<file path="src/rtl/tks_pkg.sv">
package tks_pkg;

  // sizing
  localparam int MAX_KEEP   = 16;
  localparam int MAX_VECTOR = 1024;
  localparam int SCORE_W    = 16;
  localparam int IDX_W      = 10;
  localparam int POS_W      = $clog2(MAX_VECTOR);
  localparam int KEEP_W     = $clog2(MAX_KEEP + 1);
  localparam int KEEP_CFG_W = 5;
  localparam int REG_ADDR_W = 1;
  localparam int CFG_DATA_W = 16;

  // register indexes
  localparam logic [REG_ADDR_W-1:0] REG_KEEP_COUNT      = 1'b0;
  localparam logic [REG_ADDR_W-1:0] REG_SCORE_THRESHOLD = 1'b1;

  typedef enum logic {
    ST_COLLECT,
    ST_DRAIN
  } state_e;

  // what a cell shows its neighbors
  typedef struct packed {
    logic [SCORE_W-1:0] score;
    logic [POS_W-1:0]   index;
    logic               valid;  // entry held
    logic               kept;   // entry held and within the keep window
    logic               beat;   // new score goes at or before this cell
  } link_t;

  // per-cycle commands broadcast to every cell
  typedef struct packed {
    logic ins;    // insert the new score
    logic trim;   // drop entries beyond the keep window
    logic shift;  // move entries one cell toward the head
    logic clear;  // empty the chain
  } cell_ctl_t;

endpackage

</file>
<file path="src/rtl/tks_cell.sv">
module tks_cell
  import tks_pkg::*;
(
  input  logic               clk_i,
  input  logic               rst_ni,
  input  cell_ctl_t          ctl_i,
  input  logic               in_keep_i,
  input  logic [SCORE_W-1:0] new_score_i,
  input  logic [POS_W-1:0]   new_index_i,
  input  link_t              prev_i,
  input  link_t              next_i,
  output link_t              link_o
);

  logic [SCORE_W-1:0] score_q, score_d;
  logic [POS_W-1:0]   index_q, index_d;
  logic               valid_q, valid_d;
  logic               kept;
  logic               beat;

  // strict compare keeps the earlier entry on a tie
  assign kept = valid_q & in_keep_i;
  assign beat = !kept || (score_q < new_score_i);

  assign link_o = '{score: score_q, index: index_q, valid: valid_q, kept: kept, beat: beat};

  // next entry of this cell
  always_comb begin
    score_d = score_q;
    index_d = index_q;
    valid_d = valid_q;
    if (ctl_i.clear) begin
      valid_d = 1'b0;
    end else if (ctl_i.shift) begin
      score_d = next_i.score;
      index_d = next_i.index;
      valid_d = next_i.valid;
    end else begin
      if (ctl_i.ins) begin
        if (!in_keep_i) begin
          valid_d = 1'b0;
        end else if (beat && !prev_i.beat) begin
          score_d = new_score_i;
          index_d = new_index_i;
          valid_d = 1'b1;
        end else if (beat) begin
          score_d = prev_i.score;
          index_d = prev_i.index;
          valid_d = prev_i.kept;
        end
      end
      if (ctl_i.trim && !in_keep_i) begin
        valid_d = 1'b0;
      end
    end
  end

  // occupancy flag
  always_ff @(posedge clk_i or negedge rst_ni) begin
    if (!rst_ni) begin
      valid_q <= 1'b0;
    end else begin
      valid_q <= valid_d;
    end
  end

  // entry payload
  always_ff @(posedge clk_i) begin
    score_q <= score_d;
    index_q <= index_d;
  end

endmodule

</file>
<file path="src/rtl/thresholded_top_k_selector_unit.sv">
// Streaming top-K selector built as a sorted chain of insertion cells.
// Collecting: one score word accepted per cycle; every cell compares against it in parallel.
// Latency: the first result is offered in the cycle after the word marked last is accepted.
// Draining: one result per accepted output cycle (n results, or one empty result); input is
// held off until the cycle after the final result is accepted.
// Reset empties the chain, zeroes the position, sets keep_count to 1 and threshold to 0.
module thresholded_top_k_selector_unit
  import tks_pkg::*;
(
  input  logic                  clk_i,
  input  logic                  rst_ni,
  input  logic                  cfg_we_i,
  input  logic [REG_ADDR_W-1:0] cfg_addr_i,
  input  logic [CFG_DATA_W-1:0] cfg_wdata_i,
  input  logic                  in_valid_i,
  output logic                  in_ready_o,
  input  logic [SCORE_W-1:0]    score_i,
  input  logic                  last_score_i,
  output logic                  out_valid_o,
  input  logic                  out_ready_i,
  output logic [IDX_W-1:0]      class_index_o,
  output logic [SCORE_W-1:0]    kept_score_o,
  output logic                  last_result_o,
  output logic                  none_kept_o
);

  state_e                state_q, state_d;
  logic [KEEP_CFG_W-1:0] keep_count_q;
  logic [SCORE_W-1:0]    threshold_q;
  logic [POS_W-1:0]      pos_q, pos_d;
  logic [KEEP_W-1:0]     keep_eff;
  logic                  in_fire;
  logic                  out_fire;
  cell_ctl_t             ctl;
  link_t                 cell_link [MAX_KEEP];
  link_t                 prev_link [MAX_KEEP];
  link_t                 next_link [MAX_KEEP];
  logic [MAX_KEEP-1:0]   in_keep;
  logic [MAX_KEEP-1:0]   valid_vec;

  // configuration registers
  always_ff @(posedge clk_i or negedge rst_ni) begin
    if (!rst_ni) begin
      keep_count_q <= KEEP_CFG_W'(1);
      threshold_q  <= '0;
    end else if (cfg_we_i) begin
      case (cfg_addr_i)
        REG_KEEP_COUNT:      keep_count_q <= cfg_wdata_i[KEEP_CFG_W-1:0];
        REG_SCORE_THRESHOLD: threshold_q  <= cfg_wdata_i[SCORE_W-1:0];
        default: ;
      endcase
    end
  end

  // effective keep count, zero means one, saturates at the chain length
  always_comb begin
    if (keep_count_q == '0) begin
      keep_eff = KEEP_W'(1);
    end else if (int'(keep_count_q) > MAX_KEEP) begin
      keep_eff = KEEP_W'(MAX_KEEP);
    end else begin
      keep_eff = KEEP_W'(keep_count_q);
    end
  end

  // next state
  always_comb begin
    state_d = state_q;
    case (state_q)
      ST_COLLECT: if (in_fire && last_score_i) state_d = ST_DRAIN;
      ST_DRAIN:   if (out_fire && last_result_o) state_d = ST_COLLECT;
      default:    state_d = ST_COLLECT;
    endcase
  end

  // handshake outputs
  always_comb begin
    in_ready_o  = 1'b0;
    out_valid_o = 1'b0;
    case (state_q)
      ST_COLLECT: in_ready_o  = 1'b1;
      ST_DRAIN:   out_valid_o = 1'b1;
      default: ;
    endcase
  end

  always_ff @(posedge clk_i or negedge rst_ni) begin
    if (!rst_ni) begin
      state_q <= ST_COLLECT;
    end else begin
      state_q <= state_d;
    end
  end

  assign in_fire  = in_valid_i && in_ready_o;
  assign out_fire = out_valid_o && out_ready_i;

  // chain commands
  assign ctl.ins   = in_fire && (score_i >= threshold_q);
  assign ctl.trim  = in_fire && last_score_i;
  assign ctl.shift = out_fire && !last_result_o;
  assign ctl.clear = out_fire && last_result_o;

  // position counter
  always_comb begin
    pos_d = pos_q;
    if (ctl.clear) begin
      pos_d = '0;
    end else if (in_fire) begin
      pos_d = (int'(pos_q) == MAX_VECTOR - 1) ? '0 : pos_q + POS_W'(1);
    end
  end

  always_ff @(posedge clk_i or negedge rst_ni) begin
    if (!rst_ni) begin
      pos_q <= '0;
    end else begin
      pos_q <= pos_d;
    end
  end

  // chain of cells, head holds the best score
  for (genvar g = 0; g < MAX_KEEP; g++) begin : g_cell
    assign in_keep[g]   = KEEP_W'(g) < keep_eff;
    assign valid_vec[g] = cell_link[g].valid;

    if (g == 0) begin : g_head
      assign prev_link[g] = '0;
    end else begin : g_body
      assign prev_link[g] = cell_link[g-1];
    end

    if (g == MAX_KEEP - 1) begin : g_tail
      assign next_link[g] = '0;
    end else begin : g_inner
      assign next_link[g] = cell_link[g+1];
    end

    tks_cell u_cell (
      .clk_i       (clk_i),
      .rst_ni      (rst_ni),
      .ctl_i       (ctl),
      .in_keep_i   (in_keep[g]),
      .new_score_i (score_i),
      .new_index_i (pos_q),
      .prev_i      (prev_link[g]),
      .next_i      (next_link[g]),
      .link_o      (cell_link[g])
    );
  end

  // result word comes from the head cell
  assign none_kept_o   = !cell_link[0].valid;
  assign last_result_o = none_kept_o || !next_link[0].valid;
  assign kept_score_o  = none_kept_o ? '0 : cell_link[0].score;
  assign class_index_o = none_kept_o ? '0 : IDX_W'(cell_link[0].index);

  // checks
  a_no_overlap: assert property (@(posedge clk_i) disable iff (!rst_ni)
    !(in_ready_o && out_valid_o))
    else $error("input and output sides open at once");

  a_empty_is_last: assert property (@(posedge clk_i) disable iff (!rst_ni)
    (out_valid_o && none_kept_o) |-> last_result_o)
    else $error("empty result not flagged last");

  a_run_clears: assert property (@(posedge clk_i) disable iff (!rst_ni)
    (out_fire && last_result_o) |=> (pos_q == '0 && valid_vec == '0))
    else $error("run end did not clear chain and position");

  a_valid_prefix: assert property (@(posedge clk_i) disable iff (!rst_ni)
    $onehot({1'b0, valid_vec} + {{MAX_KEEP{1'b0}}, 1'b1}))
    else $error("held entries are not a prefix of the chain");

endmodule
</file>
<file path="config.mk">
export PLATFORM = sky130hd
export DESIGN_NAME = thresholded_top_k_selector_unit
export DESIGN_NICKNAME = d
export VERILOG_FILES = /design/src/rtl/tks_pkg.sv /design/src/rtl/tks_cell.sv /design/src/rtl/thresholded_top_k_selector_unit.sv
export SDC_FILE = /design/constraint.sdc
export NUM_CORES = 1
export LEC_CHECK = 0
export ABC_AREA = 1
export ABC_CLOCK_PERIOD_IN_PS = 4380
export BUFFER_PORTS_ARGS = -buffer_cell sky130_fd_sc_hd__buf_4
export CORE_MARGIN = 10
export CORE_UTILIZATION = 25
export DETAILED_ROUTE_END_ITERATION = 16
export HOLD_SLACK_MARGIN = 0.02
export PLACE_DENSITY = 0.5
export RECOVER_POWER = 25
export REMOVE_ABC_BUFFERS = 1
export SLEW_MARGIN = 20
export SYNTH_ARGS = -nofsm -noshare
export SYNTH_HDL_FRONTEND = slang
export SYNTH_SLANG_ARGS = --single-unit
</file>
<file path="constraint.sdc">
create_clock -name clk_i -period 4.38 [get_ports clk_i]
set_clock_uncertainty 0.15 [all_clocks]
set_input_delay 0.657 -clock clk_i [delete_from_list [all_inputs] [get_ports clk_i]]
set_output_delay 0.657 -clock clk_i [all_outputs]
set_load 0.03 [all_outputs]
</file>
==> metrics.md <==
| Metric | Value |
|---|---|
| Outcome | `complete, but fails checks` |
| Failing checks | `max-capacitance violations, max-slew violations` |
| Mapped Area | `32640 um^2` |
| Clock sinks | `464` |
| H-tree Lvls | `2` |
| Drc violations | `0` |
| Router iterations before antenna repair | `5` |
| Synth Flop Type | `edfxtp_1` |
| GRT overflow | `0` |
| Vias per cell | `4.464` |
| Area Overhead vs Synth | `12.38%` |
| Worst Path Arrival | `3.85 ns` |
| Multi-input logic area | `15790 um^2` |
| Vias in the first global route | `26930` |
| DR vias | `27300` |
| Endpoints failing setup | `0` |
| Required time worst endpoint | `4.60 ns` |
| Rel. slew slack | `-94.63%` |
| Tot GR Track Use | `12.81%` |
| Crit end category | `flip-flop` |
| Largest net degree at the start of global routing | `192` |
| Pleak | `17.42 nW` |
| Final core utilization | `28.29%` |
| Worst-margin pin slew | `2.919 ns` |
| Ys async rst share | `10.34%` |
| F_max | `274.9 MHz` |
| Die Y | `381.3 um` |
| Hpwl dp | `69.10 mm` |
| Core footprint | `129600 um^2` |
| Post-layout min period | `3.638 ns` |
| Width of the die | `381.3 um` |
| Layout Nets | `4623` |
| Reg clk slew, reported paths | `0.06 ns` |
| Synth warn | `0` |
| Final instance area | `36680 um^2` |
| Initial antenna violation count | `0` |
| Longest Clk Path Bufs | `3` |
| Dpl cell area | `35140 um^2` |
| Synth cell count leaders | `1569 x nand2_1, 787 x nand3_1, 505 x inv_1, 416 x edfxtp_1, 257 x ha_1` |
| Count of cell types in the netlist | `37` |
| ANT nets after route | `0` |
| Startpoint types | `flip-flop` |
| TNS Setup | `0 ns` |
| CP Max Fanout | `98` |
| Placed insts | `6011` |
| RSZ-0062 raised after global routing | `no` |
| CTS Buf Count | `55` |
| Post-synth EDFFs | `416` |
| Most frequent cell after synthesis | `nand2_1` |
| Seq/Total Area, Yosys | `41.96%` |
| Max VDD drop | `0.0002739 V` |
| Drt first-iter violations | `1898` |
| Final Max Tran Viols | `49` |
| Share of cells above drive strength 1 | `6.609%` |
| Final Hold Fails | `0` |
| Top cells by area, synth | `edfxtp_1 38%, nand2_1 18%, nand3_1 12%` |
| Skew-Pair Late Insertion Delay | `0.63 ns` |
| Hold Crit Class | `input port to flip-flop` |
| Overall routed net length | `96.09 mm` |
| Cell area power density | `366.1 nW/um^2` |
| Post-Layout Cell Count | `6115` |
| Avg Cell Area, Syn | `7.523 um^2` |
| Reg area | `13690 um^2` |
| FF+latch count, synth | `464` |
| Gates resized, CTS repair | `0` |
| GP Congestion | `0.7902` |
| Die Area | `145400 um^2` |
| I/O pin count | `69` |
| # fillers | `14180` |
| Setup bufs post-CTS | `0` |
| Share of the synthesized area in the top cell type | `38.28%` |
| First-pass GRT wire length | `155.0 mm` |
| Max_cap viols | `1` |
| Kind of critical path | `flip-flop to flip-flop` |
| PnR Total Power | `0.01343 W` |
| TritonCTS clock tree | `done` |
| Port bufs | `68` |
| Cts hold-fix bufs | `1` |
| Avg WL per Cell | `15.71 um` |
| Root buf cell | `clkbuf_16` |
| Initial Util | `25.17%` |
| Cells after synthesis | `4338` |
| # rows | `132` |
| Period utilisation layout | `83.06%` |
| Leading area contributor after synthesis | `edfxtp_1` |
| ANT cells | `0` |
[kinds of logic after synthesis]
| kind of cell | Yosys count | synth area share (%) |
|---|---|---|
| xor gates and xnor gates | 1 | 0.02684 |
| DFF | 464 | 41.96 |
| AOI/OAI and AO/OA | 312 | 5.475 |
| and+or+nand+nor | 2528 | 32.87 |
| adders and majority gates | 257 | 9.853 |
| buffers and inverters | 776 | 9.818 |
[placed cells by master (no fill, tap or decap), types with 6 or more instances in the layout]
| cell | instances |
|---|---|
| o22ai_1 | 6 |
| clkbuf_16 | 56 |
| nor3_1 | 19 |
| o21a_1 | 9 |
| nand2_4 | 12 |
| nor2_1 | 94 |
| nor4_1 | 10 |
| inv_2 | 16 |
| buf_4 | 110 |
| inv_1 | 504 |
| edfxtp_1 | 416 |
| ha_1 | 257 |
| nand2_2 | 20 |
| clkinv_1 | 38 |
| o21ai_0 | 87 |
| dfrtp_1 | 47 |
| nand2_1 | 1569 |
| clkbuf_1 | 54 |
| a21oi_1 | 169 |
| a21oi_4 | 14 |
| o21ai_2 | 15 |
| buf_12 | 16 |
| nand3_1 | 787 |
| clkinv_2 | 6 |
[layout make-up]
cell class	instances	area share [%]
Sequential cell	464	37.34
Timing Repair Buffer	163	3.538
Clock buffer	80	4.148
Clock inverter	23	0.3752
Inverter	545	5.598
Multi-Input combinational cell	3098	43.06
Tap cell	1742	5.943
[metrics by stage]
stage	worst slack, ns	hold WS (ns)
finish	0.7421	0.1293
global route	0.3475	0.1157
CTS	0.9451	0.09428
detailed placement	0.2864	0.3294
global placement	0.3445	0.3220
floorplan	-33.59	0.2114
[worst paths after layout]
check	endpoint	slack, ns	cells past startpoint	startpoint
max in group asynchronous	g_cell[6].u_cell.valid_q	1.05	2	rst_ni
setup reg to reg	g_cell[6].u_cell.score_q[13]	0.74	7	g_cell[0].u_cell.valid_q
hold / removal	threshold_q[7]	0.13	3	cfg_wdata_i[7]
min in group asynchronous	pos_q[1]	1.38	2	rst_ni
setup / recovery	g_cell[6].u_cell.score_q[13]	0.74	7	g_cell[0].u_cell.valid_q
hold reg to reg	threshold_q[0]	0.34	2	threshold_q[0]
[critical path, stage by stage, from the launching register on]
cell and delay (ns):
dfrtp_1 0.32, clkbuf_1 1.00, nand2_1 0.41, nor2_4 0.42, inv_8 0.31, clkbuf_2 0.44
nand3_1 0.24, nand2_1 0.07
[metal layers]
layer  global-route usage, %  vias to the layer above  share of wire (%)
met5                       0                        -                  0
met4                   3.026                        0                2.2
li1                        -                    14180                  -
met1                   18.01                    12500                 49
met2                   20.57                      505                 45
met3                   1.824                      113                4.5
[report_power, final]
part	switching, W	internal (W)	total [W]
Sequential	0.000304	0.00548	0.00578
Clock	0.00199	0.00245	0.00444
Combinational	0.00225	0.000956	0.00320
[sequential cells by signal, summed over array words and instances (netlist names)]
signal	cells
keep_count_q	5
g_cell.u_cell.score_q	256
threshold_q	16
g_cell.u_cell.valid_q	16
state_q	1
g_cell.u_cell.index_q	160
pos_q	10
(Power assumes the default switching activity.)
